## config.mk

```make
export PLATFORM = sky130hd
export DESIGN_NAME = ffca_cell
export DESIGN_NICKNAME = d
export VERILOG_FILES = /design/src/rtl/ffca_pkg.sv /design/src/rtl/ffca_cell.sv
export SDC_FILE = /design/constraint.sdc
export NUM_CORES = 1
export LEC_CHECK = 0
export ABC_AREA = 1
export BUFFER_PORTS_ARGS = -buffer_cell sky130_fd_sc_hd__buf_2
export CAP_MARGIN = 20
export CORE_AREA = 2 2 270 272
export DETAILED_ROUTE_END_ITERATION = 10
export DIE_AREA = 0 0 272 274
export SYNTH_ARGS = -nofsm -noshare
export SYNTH_HDL_FRONTEND = slang
export SYNTH_SLANG_ARGS = --single-unit
```

## constraint.sdc

```tcl
create_clock -name clock -period 3.32 [get_ports clock]
set_input_delay 0 -clock clock [delete_from_list [all_inputs] [get_ports clock]]
set_output_delay 0 -clock clock [all_outputs]
set_load 0.01 [all_outputs]
```

## src/rtl/ffca_pkg.sv

```systemverilog
// shared constants, codes and types of the free region allocator
package ffca_pkg;

   localparam int MAX_REGIONS = 64;
   localparam int ADDR_W      = 48;
   localparam int COUNT_W     = $clog2(MAX_REGIONS + 1);

   // table operation applied by every cell at the end of a search
   typedef enum logic [2:0] {
      OP_NONE,
      OP_WRITE_SELF,
      OP_WRITE_BELOW,
      OP_INSERT,
      OP_REMOVE,
      OP_MERGE_REMOVE
   } op_type;

   typedef enum logic [1:0] {
      ST_DONE    = 2'd0,
      ST_NO_FIT  = 2'd1,
      ST_FULL    = 2'd2
   } status_type;

   localparam logic [1:0] CSR_HEAP_START  = 2'd0;
   localparam logic [1:0] CSR_HEAP_LENGTH = 2'd1;

   // control broadcast from the sequencer to the row of cells
   typedef struct packed {
      logic              init;
      logic              load;
      logic              step;
      logic              apply;
      op_type            op;
      logic [ADDR_W-1:0] wr_start;
      logic [ADDR_W-1:0] wr_len;
   } ctl_type;

endpackage

```

## src/rtl/ffca_cell.sv

```systemverilog
// one free region entry with its scan token, shifting to its neighbors
module ffca_cell (
   input  logic                      clock,
   input  logic                      reset,
   input  ffca_pkg::ctl_type         ctl,
   input  logic                      is_head,
   input  logic [ffca_pkg::ADDR_W-1:0] init_start,
   input  logic [ffca_pkg::ADDR_W-1:0] init_len,
   input  logic                      tok_below,
   input  logic                      tok_above,
   input  logic [ffca_pkg::ADDR_W-1:0] below_start,
   input  logic [ffca_pkg::ADDR_W-1:0] below_len,
   input  logic [ffca_pkg::ADDR_W-1:0] above_start,
   input  logic [ffca_pkg::ADDR_W-1:0] above_len,
   output logic [ffca_pkg::ADDR_W-1:0] start_out,
   output logic [ffca_pkg::ADDR_W-1:0] len_out,
   output logic                      tok_out,
   output logic [ffca_pkg::ADDR_W-1:0] cur_start,
   output logic [ffca_pkg::ADDR_W-1:0] cur_len,
   output logic [ffca_pkg::ADDR_W-1:0] bel_start,
   output logic [ffca_pkg::ADDR_W-1:0] bel_len
);
   import ffca_pkg::*;

   logic [ADDR_W-1:0] start_ff, start_in;
   logic [ADDR_W-1:0] len_ff, len_in;
   logic              tok_ff, tok_in;
   logic              ahead_ff, ahead_in;

   // next entry, token and not-yet-passed flag
   always_comb begin
      start_in = start_ff;
      len_in   = len_ff;
      tok_in   = tok_ff;
      ahead_in = ahead_ff;
      if (ctl.init) begin
         start_in = init_start;
         len_in   = init_len;
      end else if (ctl.load) begin
         tok_in   = is_head;
         ahead_in = 1'b1;
      end else if (ctl.step) begin
         tok_in   = tok_below;
         ahead_in = ahead_ff & ~tok_ff;
      end else if (ctl.apply) begin
         case (ctl.op)
            OP_WRITE_SELF: begin
               if (tok_ff) begin
                  start_in = ctl.wr_start;
                  len_in   = ctl.wr_len;
               end
            end
            OP_WRITE_BELOW: begin
               if (tok_above) begin
                  start_in = ctl.wr_start;
                  len_in   = ctl.wr_len;
               end
            end
            OP_INSERT: begin
               if (tok_ff) begin
                  start_in = ctl.wr_start;
                  len_in   = ctl.wr_len;
               end else if (ahead_ff) begin
                  start_in = below_start;
                  len_in   = below_len;
               end
            end
            OP_REMOVE: begin
               if (ahead_ff) begin
                  start_in = above_start;
                  len_in   = above_len;
               end
            end
            OP_MERGE_REMOVE: begin
               if (tok_above) begin
                  start_in = ctl.wr_start;
                  len_in   = ctl.wr_len;
               end else if (ahead_ff) begin
                  start_in = above_start;
                  len_in   = above_len;
               end
            end
            default: begin
               start_in = start_ff;
            end
         endcase
      end
   end

   always_ff @(posedge clock) begin
      if (reset) begin
         start_ff <= '0;
         len_ff   <= '0;
         tok_ff   <= 1'b0;
         ahead_ff <= 1'b0;
      end else begin
         start_ff <= start_in;
         len_ff   <= len_in;
         tok_ff   <= tok_in;
         ahead_ff <= ahead_in;
      end
   end

   // neighbor links and the token-selected read ports
   assign start_out = start_ff;
   assign len_out   = len_ff;
   assign tok_out   = tok_ff;
   assign cur_start = tok_ff ? start_ff : '0;
   assign cur_len   = tok_ff ? len_ff : '0;
   assign bel_start = tok_above ? start_ff : '0;
   assign bel_len   = tok_above ? len_ff : '0;

endmodule

```

# After elaboration in Yosys (flattened, before gate mapping)
# Index checks and enable logic that the tools add are counted.
# word_totals
reg_bits	98
# classes
n_eq_ne	10
muxes	30
bitwise	3
n_reduce_logical	5
# ops
cell	n
48-bit two-way mux	24
48-bit case mux with 5 select lines	2
7-bit AND reduction	1
3-bit by 2-bit equality test with 1-bit output, second input constant	2
3-bit equality test, second input constant	2
3-bit != test, second input constant	2
6-bit nonzero test	1
1-bit two-way mux	4
2-bit by 1-bit != test with 1-bit output, second input constant	2
4-bit != test, second input constant	1
2-bit nonzero test	2
3-bit by 1-bit equality test with 1-bit output, second input constant	1
1-bit NOT	2
2-bit AND reduction	1
1-bit AND	1

# Longest topological paths before layout
# Gate-level depths: netlist (run 1).
# depth
word_depth	7
mapped_depth	12
mapped_depth_nobuf	9

# Worst setup path after synthesis (run 1)
# No wires, ideal clock.
# synth_path
path_kind	register to register
start	register tok_ff (netlist: tok_out)
end	register len_ff[0] (netlist: len_out[0])
setup_time_ps	113
t_arrival_ps	1407
required_time_ps	3207
setup_slack_ps	1801
stages_incl_launch_ff	13
path_buffers	3
period_less_slack_ps	1519
cell_sequence	dfxtp_1 > buf_2 > inv_2 > nand3_1 > nand2_1 > nand2_1 > inv_2 > nor2_4 > nor2_8 > buf_6 > buf_6 > nor2_1 > nor2_1
# synth_between
elab_chain_cells	6
word_cells_on_any_way	9
classes_between	2 x eq/ne; 6 x mux; 1 x reduce/logical
# synth_rtl
element	line	rtl
start, declared	ffca_cell.sv:27	logic tok_ff, tok_in;
start signal, assigned	ffca_cell.sv:99	tok_ff <= tok_in;
48-bit two-way mux	ffca_cell.sv:60	if (tok_ff) begin
48-bit case mux with 5 select lines	ffca_cell.sv:46	case (ctl.op)
48-bit two-way mux	ffca_cell.sv:45	end else if (ctl.apply) begin
48-bit two-way mux	ffca_cell.sv:42	end else if (ctl.step) begin
48-bit two-way mux	ffca_cell.sv:39	end else if (ctl.load) begin
48-bit two-way mux	ffca_cell.sv:36	if (ctl.init) begin
end signal, assigned	ffca_cell.sv:98	len_ff <= len_in;
end, declared	ffca_cell.sv:26	logic [ADDR_W-1:0] len_ff, len_in;
# Several ways; a longest one is shown, not always the timed one. The select of a mux whose other input is x is not followed.
# A chain may end at the register's enable or synchronous reset.

# Worst setup path in the final report (run 1)
# layout_path
start	register ahead_ff
end	register len_ff[18] (netlist: len_out[18])
# layout_between
elab_chain_cells	7
word_cells_on_any_way	9
classes_between	1 x eq/ne; 7 x mux; 1 x reduce/logical
# layout_rtl
element	line	rtl
start, declared	ffca_cell.sv:28	logic ahead_ff, ahead_in;
start signal, assigned	ffca_cell.sv:100	ahead_ff <= ahead_in;
48-bit two-way mux (2 in series)	--	
48-bit case mux with 5 select lines	--	
48-bit two-way mux (4 in series)	--	
# Several ways; a longest one is shown, not always the timed one. The select of a mux whose other input is x is not followed.

==> results.yml, run 1 <==
run_status:
  status: "finished clean"
worst_setup_path:
  endpoint_kind: "flop"
  crit_buf_inv: 3
  worst_path_largest_cell_delay_ps: 620
  cp_max_fo: 96
  crit_family: "buffers and inverters"
  cp.arrival_ps: 2710
  critPathSlowestCell: "dfxtp_4"
  start_kind: "flop"
  critical_path_class: "reg -> reg"
  rr_startpoint: "ahead_ff$_SDFFE_PP0P_"
  required_ps: 3640
  path_cells: "nor2_1 -> nand2_1 -> inv_1 -> nor2_1 -> nand2_4 -> buf_12 -> nand3_1 -> nand2_1 -> nor2_1 -> dlygate4sd3_1"
  crit_start: "ahead_ff$_SDFFE_PP0P_"
  path_common_cell: "nor2_1"
route:
  vias_per_cell: 4.03
  drc: 0
  dr.first_iter.drc_count: 911
  wl_um: 59700
  drtPass1Iterations: 7
  ant_nets: 0
  wire_per_inst_um: 15.5
  routed-via-count: 15500
pwr:
  power_density_nw_per_um2: 270
  swShare: 0.413
  worst_ir_drop_vdd_mv: 0.180
  p_sw_w: 0.00186
  p_int_w: 0.00263
  seqPwrFrac: 0.318
  leakagePower_nw: 10.4
  clkPwrFrac: 0.260
  pwr-share-comb: 0.422
clocking:
  cts_tree: "built"
  worstSkewPairLatency_ps: 390
  cts_buffers: 9
  cts_max_level: 3
  cts.sinks: 98
  cts.clk_slew.worst_paths_ps: 80
  cts_root_buf: "clkbuf_16"
  cts_max_path_buffers: 2
  cts_resized: 0
sta:
  fin_crit_sh: 0.722
  skew_ps: 12.6
  fmax_ghz: 0.417
  maxSlewHeadroom: 0.469
  period_minus_slack_ps: 2400
  maxSlewViolCount: 0
  finalHoldViolations: 0
  hold_slack_ps: 50.9
  rsz0062_at_grt: "false"
  worst_slew_pin_slew_ps: 797
  finalSetupViolations: 0
  fin_tns_setup_ps: 0
place:
  routabilityCongestion: 0.921
  io_buffers: 684
  post-dp-hpwl_um: 43700
  dpl.cell_count: 3632
floorplan:
  start_util: 0.141
  die_y_um: 274
  coreArea_um2: 72000
  ios: 685
  design.die.area_um2: 74500
  die_w_um: 272
  core.rowCount: 99
grt:
  grt_pass1_vias: 14000
  antenna_found_initial: 12
  grt_pass1_wl_um: 84500
  grt_max_degree: 99
  track_usage: 0.150
  grt-ovfl-total: 0
hold_path:
  min_from: "init_len[10]"
  min_path_type: "in -> reg"
layout:
  final_common_cell: "buf_2"
  mostFrequentLayoutCells: "buf_2, nor2_1, nand2_1"
  n_fill_cell: 8336
  fin_cells: 3841
  nNetsFinal: 3272
  area_growth_pct: 64.0
  final_layout_size_suffix_gt1_frac: 0.258
synthesis:
  ys_warn_count: 0
  syn_avg_cell_area_um2: 4.80
  ys_seq_area_frac: 0.194
  syn_inst: 2111
  synth_cell_types: 20
  synth_nets: 2507
  syn_area_um2: 10100
  yosys_register_bits: 98
run:
  drv_cap: 0
-- tightest hold or removal path, delay by kind of cell --
family	cells	cell delay, ps
buf+inv	1	80
simple gates	4	320
-- sequential cells by signal, summed over array words and instances, names as in the netlist --
name       count
len_out       48
tok_out        1
start_out     48
ahead_ff       1
-- power groups by stage --
stage	logic, W	registers [W]	clock network (W)
after floorplan	0.000921	0.00142	0
after global placement	0.00166	0.00145	0
after detailed placement	0.00166	0.00145	0
after CTS	0.00189	0.00143	0.00124
after global routing	0.00210	0.00144	0.00126
final	0.00189	0.00143	0.00117
-- worst paths after layout --
check,endpoint,slack (ps),depth (start not counted)
min reg2reg,start_out[39]$_SDFFE_PP0P_,610,4
min,len_out[10]$_SDFFE_PP0P_,50,5
max,len_out[18]$_SDFFE_PP0P_,920,10
max reg2reg,len_out[18]$_SDFFE_PP0P_,920,10
-- synth_stat cells, drive strengths merged --
master,instances,area [µm²]
a211oi,2,15.0
nor2,678,2570
a21oi,97,485
clkbuf,57,214
nand2,588,2210
dfxtp,98,1960
o21ai,99,499
nor3b,1,12.5
nand3,103,531
buf,90,521
inv,298,1120
-- layout make-up --
| class | count | area (µm²) | area share |
|---|---|---|---|
| Antenna cell | 1 | 2.50 | 0.000151 |
| Clock buffer | 12 | 246 | 0.0148 |
| Clock inverter | 4 | 35.0 | 0.00211 |
| Inverter | 298 | 1130 | 0.0679 |
| Multi-Input combinational cell | 1568 | 6350 | 0.382 |
| Sequential cell | 98 | 1970 | 0.119 |
| Tap cell | 959 | 1200 | 0.0722 |
| Timing Repair Buffer | 901 | 5690 | 0.342 |
-- cells by family (layout without fill, tap and decap cells) --
| kind of cell | count (synthesis) | count (layout) | share of synthesized area |
|---|---|---|---|
| other | 0 | 1 | 0 |
| AOI/OAI and AO/OA | 198 | 198 | 0.0987 |
| and+or+nand+nor | 1370 | 1370 | 0.525 |
| DFF | 98 | 98 | 0.194 |
| buffers and inverters | 445 | 1215 | 0.183 |
-- timing repair --
| action | 4_1_cts | 5_1_grt |
|---|---|---|
| setup buffers | 0 | 0 |
| endpoints found under the hold margin | 98 | 0 |
| hold buffers | 191 | 0 |
-- metal layers --
| metal | track usage | vias to the layer above | routed length (µm) |
|---|---|---|---|
| met1 | 0.183 | 6905 | 25300 |
| met5 | 0 | - | 81 |
| li1 | - | 7748 | - |
| met2 | 0.252 | 743 | 27400 |
| met4 | 0.0539 | 14 | 1620 |
| met3 | 0.0401 | 83 | 5240 |
-- per-stage QoR --
step / total power (W) / util / setup WS [ps] / area (µm²)
2_1_floorplan: 0.00234 / - / 1800 / 10100
3_3_place_gp: 0.00312 / 0.200 / 1560 / 14400
3_5_place_dp: 0.00312 / 0.200 / 1540 / 14400
4_1_cts: 0.00455 / 0.231 / 987 / 16600
5_1_grt: 0.00480 / 0.231 / 781 / 16600
6_report: 0.00449 / 0.231 / 923 / 16600
(Power assumes the default switching activity.)
==> run 2: changes to the inputs <==
--- a/config.mk
+++ b/config.mk
@@ -5,12 +5,12 @@
 export SDC_FILE = /design/constraint.sdc
 export NUM_CORES = 1
 export LEC_CHECK = 0
-export ABC_AREA = 1
+export ABC_AREA = 0
 export BUFFER_PORTS_ARGS = -buffer_cell sky130_fd_sc_hd__buf_2
 export CAP_MARGIN = 20
-export CORE_AREA = 2 2 270 272
+export CORE_AREA = 2 2 266 268
 export DETAILED_ROUTE_END_ITERATION = 10
-export DIE_AREA = 0 0 272 274
+export DIE_AREA = 0 0 268 270
 export SYNTH_ARGS = -nofsm -noshare
 export SYNTH_HDL_FRONTEND = slang
 export SYNTH_SLANG_ARGS = --single-unit
==> constraint.sdc (replaced) <==
create_clock -name clock -period 2.34 [get_ports clock]
set_input_delay 0 -clock clock [delete_from_list [all_inputs] [get_ports clock]]
set_output_delay 0 -clock clock [all_outputs]
set_load 0.01 [all_outputs]
==> run 2 against run 1 <==
The run now ends with negative setup slack left; setup slack worse by 970 ps; via count fell by 24%; clock-buffer cell count shrank 2; utilization shrank 0.83 points; critical path type unchanged; flip-flop and latch count stayed put; area after synthesis down 23%; fmax rose by 0.58%; non-clock buffer count grew 92; global-route usage shrank 0.54 points.
==> results.yml, run 2 <==
run_status:
  status: "finished, violations left"
  violations: "negative setup slack"
synthesis:
  async_reset_ff_frac: 0
  synth_area_leaders: "dfxtp_1, a221o_1, and2_1"
  ys_seq_area_frac: 0.253
  synth_top_family_by_area: "simple AND/OR/NAND/NOR gates"
  synthTopCellsByCount: "and2_1, a221o_1, dfxtp_1"
  ys_warn_count: 0
  synth-xor-area-share: 0
  syn_inst: 904
  synth_top_area_cell: "dfxtp_1"
  synth_cell_types: 26
  yosys_most_used_dff: "dfxtp_1"
  synth_top_area_frac: 0.253
  yosys_register_bits: 98
  synth-compound-area-share: 0.252
  syn_area_um2: 7770
  synth_edf_count: 0
  post-synth-top-count-cell: "and2_1"
  syn_avg_cell_area_um2: 8.59
  synth_nets: 1300
  synthAdderAreaFrac: 0
  synthSimpleGateAreaFrac: 0.309
  yosys-mux-area-fraction: 0.125
grt:
  grt_pass1_vias: 11600
  grt_use_met1: 0.176
  grt_pass1_wl_um: 77100
  grt-ovfl-total: 0
  grt_max_degree: 100
  top_usage_layer: "met2"
  use_met2: 0.243
  met3_usage: 0.0289
  antenna_found_initial: 18
  track_usage: 0.145
clocking:
  cts_max_path_buffers: 2
  worstSkewPairLatency_ps: 400
  cts_max_level: 3
  cts_tree: "built"
  post-cts-setup-buffers: 0
  cts_root_buf: "clkbuf_16"
  cts.sinks: 98
  cts_buffers: 9
  cts.clk_slew.worst_paths_ps: 90
floorplan:
  design.die.area_um2: 72400
  coreArea_um2: 69500
  die_w_um: 268
  start_util: 0.112
  core.rowCount: 97
  die_y_um: 270
  ios: 685
worst_setup_path:
  path_common_cell: "a221o_1"
  crit_buf_inv: 2
  cp_max_fo: 96
  required_ps: 2620
  critical_path_class: "reg -> reg"
  worst_path_largest_cell_delay_ps: 580
  cp.arrival_ps: 2660
  endpoint_kind: "flop"
  critPathSlowestCell: "dlygate4sd3_1"
  path_cells: "and4bb_4 -> buf_12 -> a221o_1 -> dlygate4sd3_1 -> a221o_1"
  start_kind: "flop"
  crit_family: "buffers and inverters"
sta:
  rsz0062_at_grt: "true"
  finalHoldViolations: 0
  fmax_ghz: 0.420
  finalSetupViolations: 10
  maxSlewViolCount: 0
  maxSlewHeadroom: 0.315
  worst_slew_pin_slew_ps: 1030
  skew_ps: 14.4
  fin_ws_ps: -42.8
  fin_crit_sh: 1.02
  fin_tns_setup_ps: -219
  period_minus_slack_ps: 2380
route:
  vias_per_cell: 4.27
  ant_nets: 0
  drc: 0
  drtPass1Iterations: 5
  dr.first_iter.drc_count: 774
  routed-via-count: 11800
  wl_um: 55700
  wire_per_inst_um: 20.2
layout:
  area_growth_pct: 99.3
  nNetsFinal: 2197
  design_area_um2: 15500
  final_layout_size_suffix_gt1_frac: 0.403
  mostFrequentLayoutCells: "buf_2, dlygate4sd3_1, and2_1"
  fin_cells: 2756
  fin_util: 0.223
  final_common_cell: "buf_2"
pwr:
  power_density_nw_per_um2: 385
  leakagePower_nw: 7.30
  totalPowerFinal_w: 0.00596
  worst_ir_drop_vdd_mv: 0.267
place:
  routabilityCongestion: 0.798
  post-dp-hpwl_um: 38000
  dpl.cell_count: 2439
  io_buffers: 684
  placed_area_um2: 12200
run:
  drv_cap: 0
hold_path:
  min_path_type: "in -> reg"
## run 2: final cells by class
class / instances / area (µm²)
Clock inverter: 6 / 70.1
Tap cell: 940 / 1180
Antenna cell: 10 / 25.0
Fill cell: 7549 / 54100
Clock buffer: 10 / 239
Timing Repair Buffer: 993 / 6620
Multi-Input combinational cell: 697 / 5370
Sequential cell: 98 / 1970
Inverter: 2 / 7.51
## run 2: kinds of logic after synthesis
group | Yosys count
AOI/OAI and AO/OA | 197
buffers and inverters | 109
DFF | 98
muxes | 97
and+or+nand+nor | 403
## run 2: per-layer routing
layer / up-vias / share of wire
met5: - / 0.0014
met4: 12 / 0.037
met3: 126 / 0.079
met2: 797 / 0.46
met1: 5592 / 0.42
li1: 5231 / -
## run 2: where the power goes
part / internal (W) / switching (W)
Clock: 0.000879 / 0.000919
Sequential: 0.00178 / 0.000210
Combinational: 0.00117 / 0.00100
Total: 0.00383 / 0.00213
## run 2: through the flow
stage	setup slack (ps)	hold slack, ps
finish	-42.8	102
global route	-5.84	88.9
CTS	40.6	48.5
detailed placement	372	263
global placement	390	261
floorplan	296	72.4
## run 2: worst paths after layout
path | from | endpoint | slack, ps | depth (start not counted)
min | init_start[2] | start_out[2]$_SDFFE_PP0P_ | 100 | 3
max reg2reg | tok_out$_SDFFE_PP0P_ | len_out[18]$_SDFFE_PP0P_ | -40 | 5
min reg2reg | start_out[14]$_SDFFE_PP0P_ | start_out[14]$_SDFFE_PP0P_ | 570 | 1
max | tok_out$_SDFFE_PP0P_ | len_out[18]$_SDFFE_PP0P_ | -40 | 5
## run 2: timing repair
item / 4_1_cts / 5_1_grt
endpoints found under the hold margin: 98 / 0
resized for setup: 0 / 0
setup endpoints to repair: 0 / 10
hold buffers: 291 / 0
## run 2: worst register-to-register path, delay by kind of cell (launching register included)
family,cells,cell delay (ps)
flops,1,360
compound gates,2,930
simple gates,1,200
buf+inv,2,780
